**src/hdl/alternation_substring_matcher_macros.svh**
```systemverilog
// Assertion shorthands shared by the matcher modules.
`ifndef ALTERNATION_SUBSTRING_MATCHER_MACROS_SVH
`define ALTERNATION_SUBSTRING_MATCHER_MACROS_SVH

// Condition holds at every clock edge outside reset.
`define ASM_ASSERT_HOLDS(label, clk, rst_n, cond, msg) \
    label: assert property (@(posedge clk) disable iff (!rst_n) (cond)) \
        else $error(msg);

// Consequent holds in the same cycle as the antecedent.
`define ASM_ASSERT_IMPLIES(label, clk, rst_n, ante, cons, msg) \
    label: assert property (@(posedge clk) disable iff (!rst_n) (ante) |-> (cons)) \
        else $error(msg);

// Consequent holds in the cycle after the antecedent.
`define ASM_ASSERT_NEXT(label, clk, rst_n, ante, cons, msg) \
    label: assert property (@(posedge clk) disable iff (!rst_n) (ante) |=> (cons)) \
        else $error(msg);

`endif

```
**src/hdl/asm_pkg.sv**
```systemverilog
package asm_pkg;

    typedef enum logic [1:0] {
        OP_CLEAR  = 2'd0,
        OP_APPEND = 2'd1,
        OP_TEXT   = 2'd2,
        OP_EMPTY  = 2'd3
    } op_t;

    localparam logic [7:0] SEP_BYTE    = 8'h7C;
    localparam logic [7:0] ANCHOR_BYTE = 8'h5E;

    localparam int CMD_DEPTH = 2;
    localparam int RES_DEPTH = 2;

    // Classified command handed from front to back.
    typedef struct packed {
        op_t        op;
        logic [7:0] sym;       // case-folded byte
        logic       is_sep;
        logic       is_caret;
        logic       last;
    } cmd_t;

    typedef struct packed {
        logic matched;
        logic overflow;
    } res_t;

endpackage

```
**src/hdl/asm_queue.sv**
```systemverilog
`include "alternation_substring_matcher_macros.svh"

module asm_queue #(
    parameter int WIDTH = 8,
    parameter int DEPTH = 2
) (
    input  logic             clk,
    input  logic             rst_n,
    input  logic             wr_en,
    input  logic [WIDTH-1:0] wr_data,
    output logic             full,
    input  logic             rd_en,
    output logic [WIDTH-1:0] rd_data,
    output logic             empty
);

    localparam int PW = (DEPTH > 1) ? $clog2(DEPTH) : 1;
    localparam int CW = $clog2(DEPTH + 1);

    logic [WIDTH-1:0] slot_reg [DEPTH];
    logic [PW-1:0]    wr_ptr_reg, wr_ptr_next;
    logic [PW-1:0]    rd_ptr_reg, rd_ptr_next;
    logic [CW-1:0]    count_reg, count_next;
    logic             wr, rd;

    assign full    = (count_reg == CW'(DEPTH));
    assign empty   = (count_reg == '0);
    assign wr      = wr_en && !full;
    assign rd      = rd_en && !empty;
    assign rd_data = slot_reg[rd_ptr_reg];

    always_comb
    begin
        wr_ptr_next = wr_ptr_reg;
        rd_ptr_next = rd_ptr_reg;
        count_next  = count_reg;
        if (wr)
        begin
            wr_ptr_next = (wr_ptr_reg == PW'(DEPTH - 1)) ? '0 : wr_ptr_reg + 1'b1;
        end
        if (rd)
        begin
            rd_ptr_next = (rd_ptr_reg == PW'(DEPTH - 1)) ? '0 : rd_ptr_reg + 1'b1;
        end
        if (wr && !rd)
        begin
            count_next = count_reg + 1'b1;
        end
        else if (rd && !wr)
        begin
            count_next = count_reg - 1'b1;
        end
    end

    always_ff @(posedge clk or negedge rst_n)
    begin
        if (!rst_n)
        begin
            wr_ptr_reg <= '0;
            rd_ptr_reg <= '0;
            count_reg  <= '0;
        end
        else
        begin
            wr_ptr_reg <= wr_ptr_next;
            rd_ptr_reg <= rd_ptr_next;
            count_reg  <= count_next;
        end
    end

    always_ff @(posedge clk)
    begin
        if (wr)
        begin
            slot_reg[wr_ptr_reg] <= wr_data;
        end
    end

    `ASM_ASSERT_HOLDS(a_count_bound, clk, rst_n, count_reg <= CW'(DEPTH), "queue count over depth")
    `ASM_ASSERT_NEXT(a_count_up, clk, rst_n, wr && !rd, count_reg == $past(count_reg) + 1'b1, "queue count did not advance on write")
    `ASM_ASSERT_NEXT(a_count_down, clk, rst_n, rd && !wr, count_reg == $past(count_reg) - 1'b1, "queue count did not drop on read")

endmodule

```
**src/hdl/asm_front.sv**
```systemverilog
module asm_front
    import asm_pkg::*;
(
    input  logic [1:0] operation,
    input  logic [7:0] symbol,
    input  logic       last,
    output cmd_t       cmd
);

    // Fold upper-case ASCII; separator and caret are untouched by the fold.
    always_comb
    begin
        cmd.op       = op_t'(operation);
        cmd.last     = last;
        cmd.is_sep   = (symbol == SEP_BYTE);
        cmd.is_caret = (symbol == ANCHOR_BYTE);
        if (symbol inside {[8'h41:8'h5A]})
        begin
            cmd.sym = symbol + 8'h20;
        end
        else
        begin
            cmd.sym = symbol;
        end
    end

endmodule

```
**src/hdl/asm_back.sv**
```systemverilog
`include "alternation_substring_matcher_macros.svh"

module asm_back
    import asm_pkg::*;
#(
    parameter int PATTERN_MAX = 64
) (
    input  logic clk,
    input  logic rst_n,
    input  cmd_t cmd,
    input  logic cmd_valid,
    output logic cmd_take,
    output res_t res,
    output logic res_push,
    input  logic res_full
);

    localparam int LW = $clog2(PATTERN_MAX + 1);
    localparam int IW = $clog2(PATTERN_MAX);

    // Pattern cells: folded byte plus separator / caret marks.
    logic [7:0]             sym_reg [PATTERN_MAX];
    logic [PATTERN_MAX-1:0] sep_reg;
    logic [PATTERN_MAX-1:0] caret_reg;

    logic [LW-1:0]          len_reg, len_next;
    logic [PATTERN_MAX-1:0] act_reg, act_next;
    logic                   found_reg, found_next;
    logic                   started_reg, started_next;
    logic                   ovf_reg, ovf_next;

    logic [PATTERN_MAX-1:0] live, start, head, after, endn;
    logic [PATTERN_MAX-1:0] hit, shift_in, free_v;
    logic                   hit_end, free, need_res, go, wr_en;

    genvar gi;
    generate
        for (gi = 0; gi < PATTERN_MAX; gi++)
        begin : g_lane
            assign live[gi] = (len_reg > LW'(gi));
            if (gi == 0)
            begin : g_first
                assign start[gi] = 1'b1;
                assign after[gi] = 1'b0;
                assign shift_in[gi] = 1'b0;
            end
            else
            begin : g_rest
                assign start[gi] = sep_reg[gi-1];
                assign after[gi] = live[gi] && !start[gi] && start[gi-1] && caret_reg[gi-1];
                assign shift_in[gi] = hit[gi-1] && !endn[gi-1];
            end
            if (gi == PATTERN_MAX - 1)
            begin : g_tail
                assign endn[gi] = 1'b1;
            end
            else
            begin : g_mid
                assign endn[gi] = !live[gi+1] || sep_reg[gi+1];
            end
            assign head[gi] = live[gi] && start[gi] && caret_reg[gi];

            // Lane compares the text byte when a partial match, a fresh
            // alternative, or an anchor at text start offers this position.
            assign hit[gi] = live[gi] && !sep_reg[gi] && !head[gi]
                             && (act_reg[gi] || start[gi] || (after[gi] && !started_reg))
                             && (sym_reg[gi] == cmd.sym);

            // Empty alternative, lone caret, or trailing separator.
            assign free_v[gi] = live[gi] && (
                                    (start[gi] && (sep_reg[gi] || (caret_reg[gi] && endn[gi])))
                                 || (sep_reg[gi] && endn[gi] && (gi == PATTERN_MAX - 1
                                     || !live[(gi + 1) % PATTERN_MAX])));
        end
    endgenerate

    assign hit_end = |(hit & endn);
    assign free    = |free_v;

    assign need_res = ((cmd.op == OP_TEXT) && cmd.last) || (cmd.op == OP_EMPTY);
    assign go       = cmd_valid && !(need_res && res_full);
    assign cmd_take = go;
    assign res_push = go && need_res;

    assign res.matched  = (len_reg != '0)
                          && (((cmd.op == OP_TEXT) && (found_reg || hit_end)) || free);
    assign res.overflow = ovf_reg;

    always_comb
    begin
        len_next     = len_reg;
        ovf_next     = ovf_reg;
        act_next     = '0;
        found_next   = 1'b0;
        started_next = 1'b0;
        wr_en        = 1'b0;
        case (cmd.op)
            OP_CLEAR:
            begin
                len_next = '0;
                ovf_next = 1'b0;
            end
            OP_APPEND:
            begin
                if (len_reg < LW'(PATTERN_MAX))
                begin
                    wr_en    = 1'b1;
                    len_next = len_reg + 1'b1;
                end
                else
                begin
                    ovf_next = 1'b1;
                end
            end
            OP_TEXT:
            begin
                if (!cmd.last)
                begin
                    act_next     = shift_in;
                    found_next   = found_reg || hit_end;
                    started_next = 1'b1;
                end
            end
            default:
            begin
                // empty text: result only, text state drops
            end
        endcase
    end

    always_ff @(posedge clk or negedge rst_n)
    begin
        if (!rst_n)
        begin
            len_reg     <= '0;
            ovf_reg     <= 1'b0;
            act_reg     <= '0;
            found_reg   <= 1'b0;
            started_reg <= 1'b0;
        end
        else if (go)
        begin
            len_reg     <= len_next;
            ovf_reg     <= ovf_next;
            act_reg     <= act_next;
            found_reg   <= found_next;
            started_reg <= started_next;
        end
    end

    always_ff @(posedge clk)
    begin
        if (go && wr_en)
        begin
            sym_reg[len_reg[IW-1:0]]   <= cmd.sym;
            sep_reg[len_reg[IW-1:0]]   <= cmd.is_sep;
            caret_reg[len_reg[IW-1:0]] <= cmd.is_caret;
        end
    end

    `ASM_ASSERT_HOLDS(a_len_bound, clk, rst_n, len_reg <= LW'(PATTERN_MAX), "pattern length over capacity")
    `ASM_ASSERT_HOLDS(a_act_live, clk, rst_n, (act_reg & ~live) == '0, "active bit beyond pattern")
    `ASM_ASSERT_IMPLIES(a_found_started, clk, rst_n, found_reg, started_reg, "found without text")
    `ASM_ASSERT_NEXT(a_clear, clk, rst_n, go && (cmd.op == OP_CLEAR), (len_reg == '0) && !ovf_reg, "clear did not empty pattern")

endmodule

```
**src/hdl/alternation_substring_matcher.sv**
```systemverilog
// Results: a result is registered into the result queue at the edge at which
//   the back end takes its closing item (last text byte or empty text).
// Throughput: one item per cycle while no result waits on a full result queue;
//   the back end compares a text byte against every pattern cell in parallel.
// Reset: clears pattern length, overflow, text state and both queues; the
//   pattern bytes themselves are not cleared and are rewritten on append.
module alternation_substring_matcher
    import asm_pkg::*;
#(
    parameter int PATTERN_MAX = 64
) (
    input  logic       clk,
    input  logic       rst_n,
    input  logic       push,
    output logic       full,
    input  logic [1:0] operation,
    input  logic [7:0] symbol,
    input  logic       last,
    output logic       empty,
    input  logic       pop,
    output logic       matched,
    output logic       pattern_overflow
);

    cmd_t cmd_in;
    cmd_t cmd_out;
    res_t res_in;
    res_t res_out;
    logic cmd_empty;
    logic cmd_take;
    logic res_push;
    logic res_full;

    // Front end: decode the operation and case-fold the byte.
    asm_front u_front (
        .operation (operation),
        .symbol    (symbol),
        .last      (last),
        .cmd       (cmd_in)
    );

    // Command queue decouples the input side from the matcher core; full
    // backpressures the producer only when the core has stalled.
    asm_queue #(
        .WIDTH ($bits(cmd_t)),
        .DEPTH (CMD_DEPTH)
    ) u_cmd_queue (
        .clk     (clk),
        .rst_n   (rst_n),
        .wr_en   (push),
        .wr_data (cmd_in),
        .full    (full),
        .rd_en   (cmd_take),
        .rd_data (cmd_out),
        .empty   (cmd_empty)
    );

    // Back end: pattern storage, bit-parallel active vector, result build.
    // It holds a result-producing transaction while the result queue is full.
    asm_back #(
        .PATTERN_MAX (PATTERN_MAX)
    ) u_back (
        .clk       (clk),
        .rst_n     (rst_n),
        .cmd       (cmd_out),
        .cmd_valid (!cmd_empty),
        .cmd_take  (cmd_take),
        .res       (res_in),
        .res_push  (res_push),
        .res_full  (res_full)
    );

    // Result queue: the oldest result sits on the ports while empty is low.
    asm_queue #(
        .WIDTH ($bits(res_t)),
        .DEPTH (RES_DEPTH)
    ) u_res_queue (
        .clk     (clk),
        .rst_n   (rst_n),
        .wr_en   (res_push),
        .wr_data (res_in),
        .full    (res_full),
        .rd_en   (pop),
        .rd_data (res_out),
        .empty   (empty)
    );

    assign matched          = res_out.matched;
    assign pattern_overflow = res_out.overflow;

endmodule

```
**config.mk**
```make
export PLATFORM = sky130hd
export DESIGN_NAME = alternation_substring_matcher
export DESIGN_NICKNAME = d
export VERILOG_FILES = /design/src/hdl/asm_pkg.sv /design/src/hdl/asm_queue.sv /design/src/hdl/asm_front.sv /design/src/hdl/asm_back.sv /design/src/hdl/alternation_substring_matcher.sv
export VERILOG_INCLUDE_DIRS = /design/src /design/src/hdl
export SDC_FILE = /design/constraint.sdc
export NUM_CORES = 1
export LEC_CHECK = 0
export ABC_AREA = 1
export BUFFER_PORTS_ARGS = -buffer_cell sky130_fd_sc_hd__buf_2
export CORE_MARGIN = 1.5
export CORE_UTILIZATION = 35
export DETAILED_ROUTE_END_ITERATION = 12
export GPL_TIMING_DRIVEN = 0
export HOLD_SLACK_MARGIN = 0.06
export PLACE_DENSITY_LB_ADDON = 0.12
export RECOVER_POWER = 100
export SLEW_MARGIN = 5
export SYNTH_ARGS = -nofsm -noshare
export SYNTH_HDL_FRONTEND = slang
export SYNTH_HIERARCHICAL = 1
export SYNTH_SLANG_ARGS = --single-unit
```
**constraint.sdc**
```tcl
create_clock -name clk -period 3.92 [get_ports clk]
set_input_delay 0.392 -clock clk [delete_from_list [all_inputs] [get_ports clk]]
set_output_delay 0.392 -clock clk [all_outputs]
set_load 0.01 [all_outputs]
```
[Yosys cells after proc, flatten, opt, wreduce, memory -nomap -nowiden]
Memory sizes are Yosys's and may differ from the RTL's.
Index checks and enable logic that the tools add are counted.
Storage, ports and cells
  register bits: 210
  RAM bits: 542
  input bits: 15
  output and inout port bits: 4
  logic and storage cells: 1824
  memories kept: 3
Memory list
  u_back.sym_reg: words 64, width 8, read ports 64, clocked after memory_dff 0, write ports 1, RTL line asm_back.sv:22  | logic [7:0] sym_reg [PATTERN_MAX];
  u_cmd_queue.slot_reg: words 2, width 13, read ports 1, clocked after memory_dff 0, write ports 1, RTL line asm_queue.sv:20  | logic [WIDTH-1:0] slot_reg [DEPTH];
  u_res_queue.slot_reg: words 2, width 2, read ports 1, clocked after memory_dff 0, write ports 1, RTL line asm_queue.sv:20
Operators by class
  add/subtract/negate cells: 10
  order comparisons: 69
  eq/ne operators: 73
  mux-type cells: 31
  bitwise logic cells: 1
  reduce and logical (&&, ||, !) cells: 1624
Operators by type and width (count)
  1-bit logical AND: 1029
  8-bit equality test: 64
  1-bit logical OR: 320
  1-bit zero test: 264
  7-bit by 6-bit > comparator with 1-bit output (second input constant): 32
  64-bit bitwise mux: 2
  64-bit two-way mux: 2
  64-bit OR reduction: 2
  7-bit by 5-bit > comparator with 1-bit output (second input constant): 16
  64-bit AND: 1
  7-bit by 4-bit > comparator with 1-bit output (second input constant): 8
  7-bit by 3-bit > comparator with 1-bit output (second input constant): 4
  1-bit two-way mux: 18
  8-bit by 7-bit equality test with 1-bit output (second input constant): 2
  7-bit by 1-bit > comparator with 1-bit output (second input constant): 2
  7-bit by 2-bit > comparator with 1-bit output (second input constant): 2
  7-bit one-hot mux with 2 select lines: 1
  8-bit by 6-bit adder with 8-bit output (second input constant): 1
  2-bit equality test (second input constant): 4
  8-bit by 7-bit greater-or-equal comparator with 1-bit output (second input constant): 1
  8-bit by 7-bit less-or-equal comparator with 1-bit output (second input constant): 1
  2-bit two-way mux: 4
  8-bit two-way mux: 1
  7-bit by 1-bit adder with 7-bit output (second input constant): 1
  other kinds (16): 26

[Depth between registers and ports, before layout]
Gate-level depths: netlist of the first run.
  depth in word-level cells: 14
  depth in mapped cells: 22

[Modules after synthesis]
The synthesis of the first run kept the hierarchy.
Modules (own cells, without submodules)
  asm_back: times used 1, cells an instance 3721, area each 35237.5 um^2, seq. area each 21045.2 um^2
  asm_queue (u_cmd_queue): times used 1, cells an instance 99, area each 1178.6 um^2, seq. area each 880.8 um^2
  asm_queue (u_res_queue): times used 1, cells an instance 42, area each 376.6 um^2, seq. area each 220.2 um^2
  asm_front: times used 1, cells an instance 35, area each 192.7 um^2, seq. area each 0.0 um^2
  alternation_substring_matcher: times used 1, cells an instance 1, area each 3.8 um^2, seq. area each 0.0 um^2

[Worst setup path after synthesis of the first run]
No wires, ideal clock.
  kind: reg-to-reg
  start: reg u_cmd_queue.rd_ptr_reg
  end: mem u_res_queue/slot_reg[0][1] in the netlist's numbering, data pin
  setup time: 263 ps
  arrival time: 3055 ps
  path slack: 602 ps
  cell stages (with the launch flop): 18
  path buffers: 4
  cells stage by stage: dfrtp_1 -> inv_2 -> buf_2 -> nand2_1 -> nand2_1 -> buf_2 -> inv_2 -> buf_4 -> buf_2 -> or2_2 -> nand4_1 -> nor2_1 -> nand4_1 -> nand4_1 -> nor2_1 -> nand2_1 -> o21bai_1 -> a21oi_1
RTL lines
  start: declaration: RTL line asm_queue.sv:22  | logic [PW-1:0] rd_ptr_reg, rd_ptr_next;
  start signal: assignment: RTL line asm_queue.sv:66  | rd_ptr_reg <= rd_ptr_next;
  end: declaration: RTL line asm_queue.sv:20

==> flow_summary_export.csv, run 1 <==
group,metric,value,unit
outcome,status,"complete, but fails checks",
outcome,violations,"capacitance limit, slew limit",
synth,synthTopCellsByArea,"edfxtp_1 (54%), nand2_1 (11%), dfrtp_1 (5.5%)",
drt,drt-initial-drc-count,4195,
floorplan,core,105000,µm²
synth,synth_edf_count,670,
critical_path,setup.worst_path.end,"u_back/sym_reg[5][5]",
floorplan,die_x,328,µm
synth,ys.flop_type,"edfxtp_1",
power_and_ir_drop,p_per_area,741,nW/µm²
global_routing,gr-total-overflow,0,
synth,ys_async_sr_fraction,0.108,
clock_tree,clock_path_buffers,3,
critical_path,r2r_cells,12,
power_and_ir_drop,p_total,32.6,mW
critical_path,crit_start,"u_cmd_queue/rd_ptr_reg",
global_routing,antenna_found_initial,17,
critical_path,cpPeakStageDelay,0.45,ns
drt,drt_first_pass_iters,6,
critical_path,crit_slowest_cell,"dfrtp_2",
synth,synth_area_per_cell,9.49,µm²
sta,setup_viol_count_final,0,
place,gp_congestion,1.05,
clock_tree,cts-root-buf,"clkbuf_16",
global_routing,grt_pass1_wl,232000,µm
clock_tree,path_clk_slew,0.06,ns
critical_path,worstPathRequired,4.26,ns
sta,skew,0.0265,ns
synth,synth_top_cell_by_area,"edfxtp_1",
critical_path,crit_arrival,4.22,ns
place,io_buffers,15,
critical_path,cpMostUsedCell,"nand2_1",
clock_tree,cts_tree,"yes",
drt,antenna_left,0,
sta,slew_headroom,-0.647,
sta,period_share,0.989,
critical_path,rr_startpoint,"u_cmd_queue/rd_ptr_reg",
clock_tree,htreeDepth,3,
synth,synth.distinct_cells,49,
synth,synth_common_cells,"nand2_1 (1096), edfxtp_1 (670), nor2_1 (528)",
drt,routedWlPerCell,31.2,µm
floorplan,pin_count,19,
floorplan,die_h,328,µm
critical_path,startpoint_type,"flop",
synth,synth_most_common_cell,"nand2_1",
critical_path,r2r_slack,0.04,ns
synth,synth_top_area_frac,0.544,
synth,postSynthCellCount,3898,
drt,drt-total-wl,173000,µm
sta,period_minus_slack,3.88,ns
drt,viasPerCell,5.50,
final_layout,fill_cells,10279,
sta,maxSlewViolCount,50,
critical_path,crit_path_end_kind,"flop",
critical_path,crit_fanout,10,
synth,synth_nets,3920,
critical_path,critPathKind,"flop to flop",
global_routing,grt_pass1_vias,27942,
clock_tree,numCtsBuffers,85,
sta,fin_ws,0.0419,ns
sta,fmax,0.258,GHz
synth,seq_area_frac_synth,0.599,
synth,synth_seq_cells,751,
clock_tree,clkLatencyLatePin,0.68,ns
drt,drc,0,
place,hpwl,113000,µm
place,pre_cts_ws,-1.41,ns
final_layout,drive_gt1_frac,0.134,
final_layout,area_growth,18.9,%
critical_path,r2r-end,"u_back/sym_reg[5][5]",
synth,synth_area,37000,µm²
hold_path,hold_class,"input pin to flop",
final_layout,largest_reg_flops,512,
floorplan,initial_utilization,0.352,
floorplan,die_area,108000,µm²
synth,yosys_warnings,6,
drt,vias,30492,
final_layout,layout.nets,4097,
critical_path,cp_cell_sequence,"inv_4 -> buf_8 -> nand2_1 -> nand2_1 -> or2_2 -> nand3_1 -> nand2_1 -> clkinvlp_4 -> nand2_1 -> nor2_2 -> nand2_2 -> nor2_4",
power_and_ir_drop,power_leakage,17.2,nW
power_and_ir_drop,vdd_drop_max,0.000460,V
clock_tree,cts_sinks,751,
global_routing,grt_max_degree,53,
sta,hold_violations,0,
global_routing,grt_usage,0.317,
sta,worstMarginPinSlew,2.47,ns
job,max-cap-violations,3,
floorplan,rows,119,
## what timing repair did
action | in CTS | in global routing
hold buffers | 14 | 0
cloned | 7 | 4
endpoints found under the hold margin | 95 | 0
buffers inserted | 30 | 11
pin swaps | 33 | 13
setup endpoints to repair | 628 | 53
gates resized for setup | 277 | 50
## cells in the final DEF, fill, tap and decap left out, types with 66 or more instances in the layout
cell type / instances
xor2_1: 90
nor2_4: 67
nor2_1: 459
clkbuf_16: 86
nand4_1: 66
o21ai_0: 250
dfrtp_1: 80
xnor2_1: 106
nand3_1: 200
inv_1: 311
nand2_1: 1065
edfxtp_1: 670
## metal layers
metal | track usage | share of wire | vias to the layer above | wire length [µm]
li1 | - | - | 13353 | -
met3 | 0.0554 | 0.10 | 367 | 17200
met4 | 0.165 | 0.064 | 6 | 11100
met5 | 0 | 0.00020 | - | 34
met1 | 0.432 | 0.40 | 15084 | 69500
met2 | 0.483 | 0.43 | 1682 | 75200
## worst max-delay path: cells and delay by family, from the launching register on
| family | cells | cell delay [ns] |
|---|---|---|
| simple gates | 9 | 2.54 |
| buf+inv | 3 | 0.51 |
| flops | 1 | 0.45 |
## power breakdown
part | switching [mW] | total, mW | internal, mW
registers | 0.136 | 10.1 | 10.0
clock network | 3.46 | 8.08 | 4.62
logic | 11.1 | 14.4 | 3.28
total | 14.7 | 32.6 | 17.9
## metrics by stage
stage | hold slack (ns) | util | std cells | setup TNS (ns) | instance area, µm²
floorplan | 0.0964 | - | 3898 | 0 | 37000
global placement | 0.461 | 0.370 | 5304 | -812.27 | 38800
detailed placement | 0.320 | 0.374 | 5318 | -323.79 | 39200
CTS | 0.145 | 0.416 | 5522 | 0 | 43700
global route | 0.430 | 0.419 | 5535 | -0.00538 | 44000
finish | 0.455 | 0.419 | 5539 | 0 | 44000
## cell families (layout without fill, tap and decap cells)
kind of cell,Yosys count,in the layout,synth area share
DFF,751,751,0.599
buffers and inverters,482,718,0.0571
AOI/OAI and AO/OA,425,425,0.0640
other,0,5,0
adders and majority gates,7,7,0.00237
and+or+nand+nor,2037,2046,0.231
xor gates and xnor gates,196,196,0.0464
## worst min-delay path by stage
stage,start,to,slack (ns),depth (start not counted)
6_report,last,u_cmd_queue/slot_reg[1][0],0.45,2
5_1_grt,operation[1],u_cmd_queue/slot_reg[1][12],0.43,2
4_1_cts,rst_n,u_cmd_queue/wr_ptr_reg,0.15,2
3_5_place_dp,rst_n,u_cmd_queue/wr_ptr_reg,0.32,1
3_3_place_gp,u_back/act_reg[19],u_back/act_reg[19],0.46,2
2_1_floorplan,rst_n,u_back/act_reg[10],0.1,0
## cell type report
cell class	count	area [µm²]	area share
timing repair buffer	86	1200	0.0272
buffer	126	1150	0.0262
clock inverter	51	537	0.0122
tap	1391	1740	0.0396
clock buffer	104	2210	0.0502
sequential	751	22100	0.504
multi-input combinational	2674	13600	0.310
antenna	5	12.5	0.000285
inverter	351	1360	0.0308
Note: power is estimated with default switching activity, not from simulation.
==> inputs of run 2 (changes only) <==
--- a/config.mk
+++ b/config.mk
@@ -15,6 +15,7 @@
 export HOLD_SLACK_MARGIN = 0.06
 export PLACE_DENSITY_LB_ADDON = 0.12
 export RECOVER_POWER = 100
+export SKIP_CTS_REPAIR_TIMING = 1
 export SLEW_MARGIN = 5
 export SYNTH_ARGS = -nofsm -noshare
 export SYNTH_HDL_FRONTEND = slang
==> constraint.sdc (replaced) <==
create_clock -name clk -period 4.35 [get_ports clk]
set_input_delay 0.435 -clock clk [delete_from_list [all_inputs] [get_ports clk]]
set_output_delay 0.435 -clock clk [all_outputs]
set_load 0.01 [all_outputs]
==> flow_summary_export.csv, run 2 (synthesis gave the netlist of run 1 again) <==
group,metric,value,unit
critical_path,crit_arrival,5.07,ns
power_and_ir_drop,vdd_drop_max,0.000527,V
outcome,violations,"capacitance limit, slew limit, setup timing",
drt,antenna_left,0,
outcome,status,"complete, but fails checks",
drt,drt_first_pass_iters,6,
floorplan,pin_count,19,
place,hpwl,113000,µm
power_and_ir_drop,p_total,28.2,mW
sta,period_minus_slack,4.79,ns
final_layout,final-instance-count-excl-fill,5492,
final_layout,utilization,0.405,
final_layout,drive_gt1_frac,0.112,
sta,maxSlewViolCount,106,
critical_path,critPathKind,"flop to flop",
sta,setup_viol_count_final,362,
floorplan,rows,119,
floorplan,initial_utilization,0.352,
critical_path,worstPathRequired,4.63,ns
final_layout,final_cell_mix,"nand2_1 (1081), edfxtp_1 (670), nor2_1 (488), inv_1 (312), o21ai_0 (252)",
clock_tree,htreeDepth,3,
drt,drt-total-wl,167000,µm
critical_path,crit_fanout,10,
clock_tree,numCtsBuffers,85,
clock_tree,cts_sinks,751,
place,io_buffers,15,
global_routing,antenna_found_initial,16,
global_routing,grt_max_degree,53,
hold_path,hold_class,"input pin to flop",
final_layout,area_growth,14.8,%
power_and_ir_drop,power_leakage,16.7,nW
place,place_area,39200,µm²
drt,drc,0,
sta,worstMarginPinSlew,2.34,ns
global_routing,grt_usage,0.307,
drt,viasPerCell,5.48,
hold_path,min_path_cells,4,
place,dp_cells,5318,
clock_tree,cts_tree,"yes",
sta,skew,0.0213,ns
power_and_ir_drop,p_per_area,663,nW/µm²
clock_tree,cts-root-buf,"clkbuf_16",
place,gp_congestion,1.05,
floorplan,core,105000,µm²
sta,slew_headroom,-0.562,
global_routing,grt_pass1_wl,225000,µm
global_routing,grt_pass1_vias,27534,
sta,period_share,1.10,
final_layout,largest_reg_flops,512,
critical_path,startpoint_type,"flop",
job,max-cap-violations,4,
clock_tree,clkLatencyLatePin,0.68,ns
place,pre_cts_ws,-0.984,ns
drt,drt-initial-drc-count,3888,
sta,fmax,0.209,GHz
critical_path,r2r_cells,12,
clock_tree,path_clk_slew,0.06,ns
drt,vias,30084,
drt,routedWlPerCell,30.4,µm
final_layout,stdcell_area,42500,µm²
floorplan,die_h,328,µm
final_layout,final_common_cell,"nand2_1",
global_routing,gr-total-overflow,0,
sta,rsz0062_at_grt,"true",
sta,hold_violations,0,
sta,fin_ws,-0.438,ns
final_layout,layout.nets,4049,
floorplan,die_area,108000,µm²
final_layout,fill_cells,10407,
clock_tree,clock_path_buffers,3,
floorplan,die_x,328,µm
critical_path,crit_path_end_kind,"flop",
run 2: cell types whose count changed in the layout (fill, tap and decap cells not counted), moves of 16 or more:
cell,change
buf_12,-26
buf_2,+25
buf_4,-29
nand2_1,+16
nor2_1,+29
nor2_4,-42
run 2: routing by layer:
layer,GRT usage,share of wire
met5,0,0.00024
met3,0.0565,0.092
met2,0.473,0.44
met4,0.148,0.060
met1,0.416,0.41
run 2: power by group:
group	switching (mW)	internal, mW
registers	0.112	9.01
logic	9.36	2.41
clock network	3.11	4.16
total	12.6	15.6
run 2: worst paths after layout:
kind	startpoint	end	slack, ns
setup / recovery	u_cmd_queue/rd_ptr_reg	u_back/sym_reg[42][7]	-0.44
hold reg to reg	u_res_queue/wr_ptr_reg	u_res_queue/wr_ptr_reg	0.48
max in group asynchronous	rst_n	u_back/act_reg[1]	0.55
setup reg to reg	u_cmd_queue/rd_ptr_reg	u_back/sym_reg[42][7]	-0.44
min in group asynchronous	rst_n	u_cmd_queue/wr_ptr_reg	0.99
hold / removal	push	u_cmd_queue/wr_ptr_reg	0.07
run 2: cell type report:
class                      instances  area (µm²)  area share
sequential                       751       22100       0.521
timing repair buffer              40         487      0.0115
buffer                           130         877      0.0206
multi-input combinational       2668       13100       0.309
clock inverter                    51         537      0.0126
clock buffer                     104        2210      0.0520
inverter                         351        1340      0.0315
tap                             1391        1740      0.0410
antenna                            6        15.0    0.000353
run 2: critical path, stage by stage, from the launching register on:
cell and delay (ns):
dfrtp_1 0.46, inv_2 0.10, clkbuf_4 0.22, nand2_1 0.08, nand2_1 0.35, or2_2 0.45
nand3_1 0.07, nand2_1 0.13, inv_1 0.40, nand2_1 0.38, clkinv_1 0.35, nand2_1 0.36
nor2_1 1.01
run 2: per-stage QoR:
stage                     hold slack, ns  TNS [ns]
final                             0.0687    -89.03
after global placement             0.461   -287.19
after floorplan                    0.139         0
after global routing              0.0824   -111.91
after detailed placement           0.363    -68.16
after CTS                         -0.380    -85.37
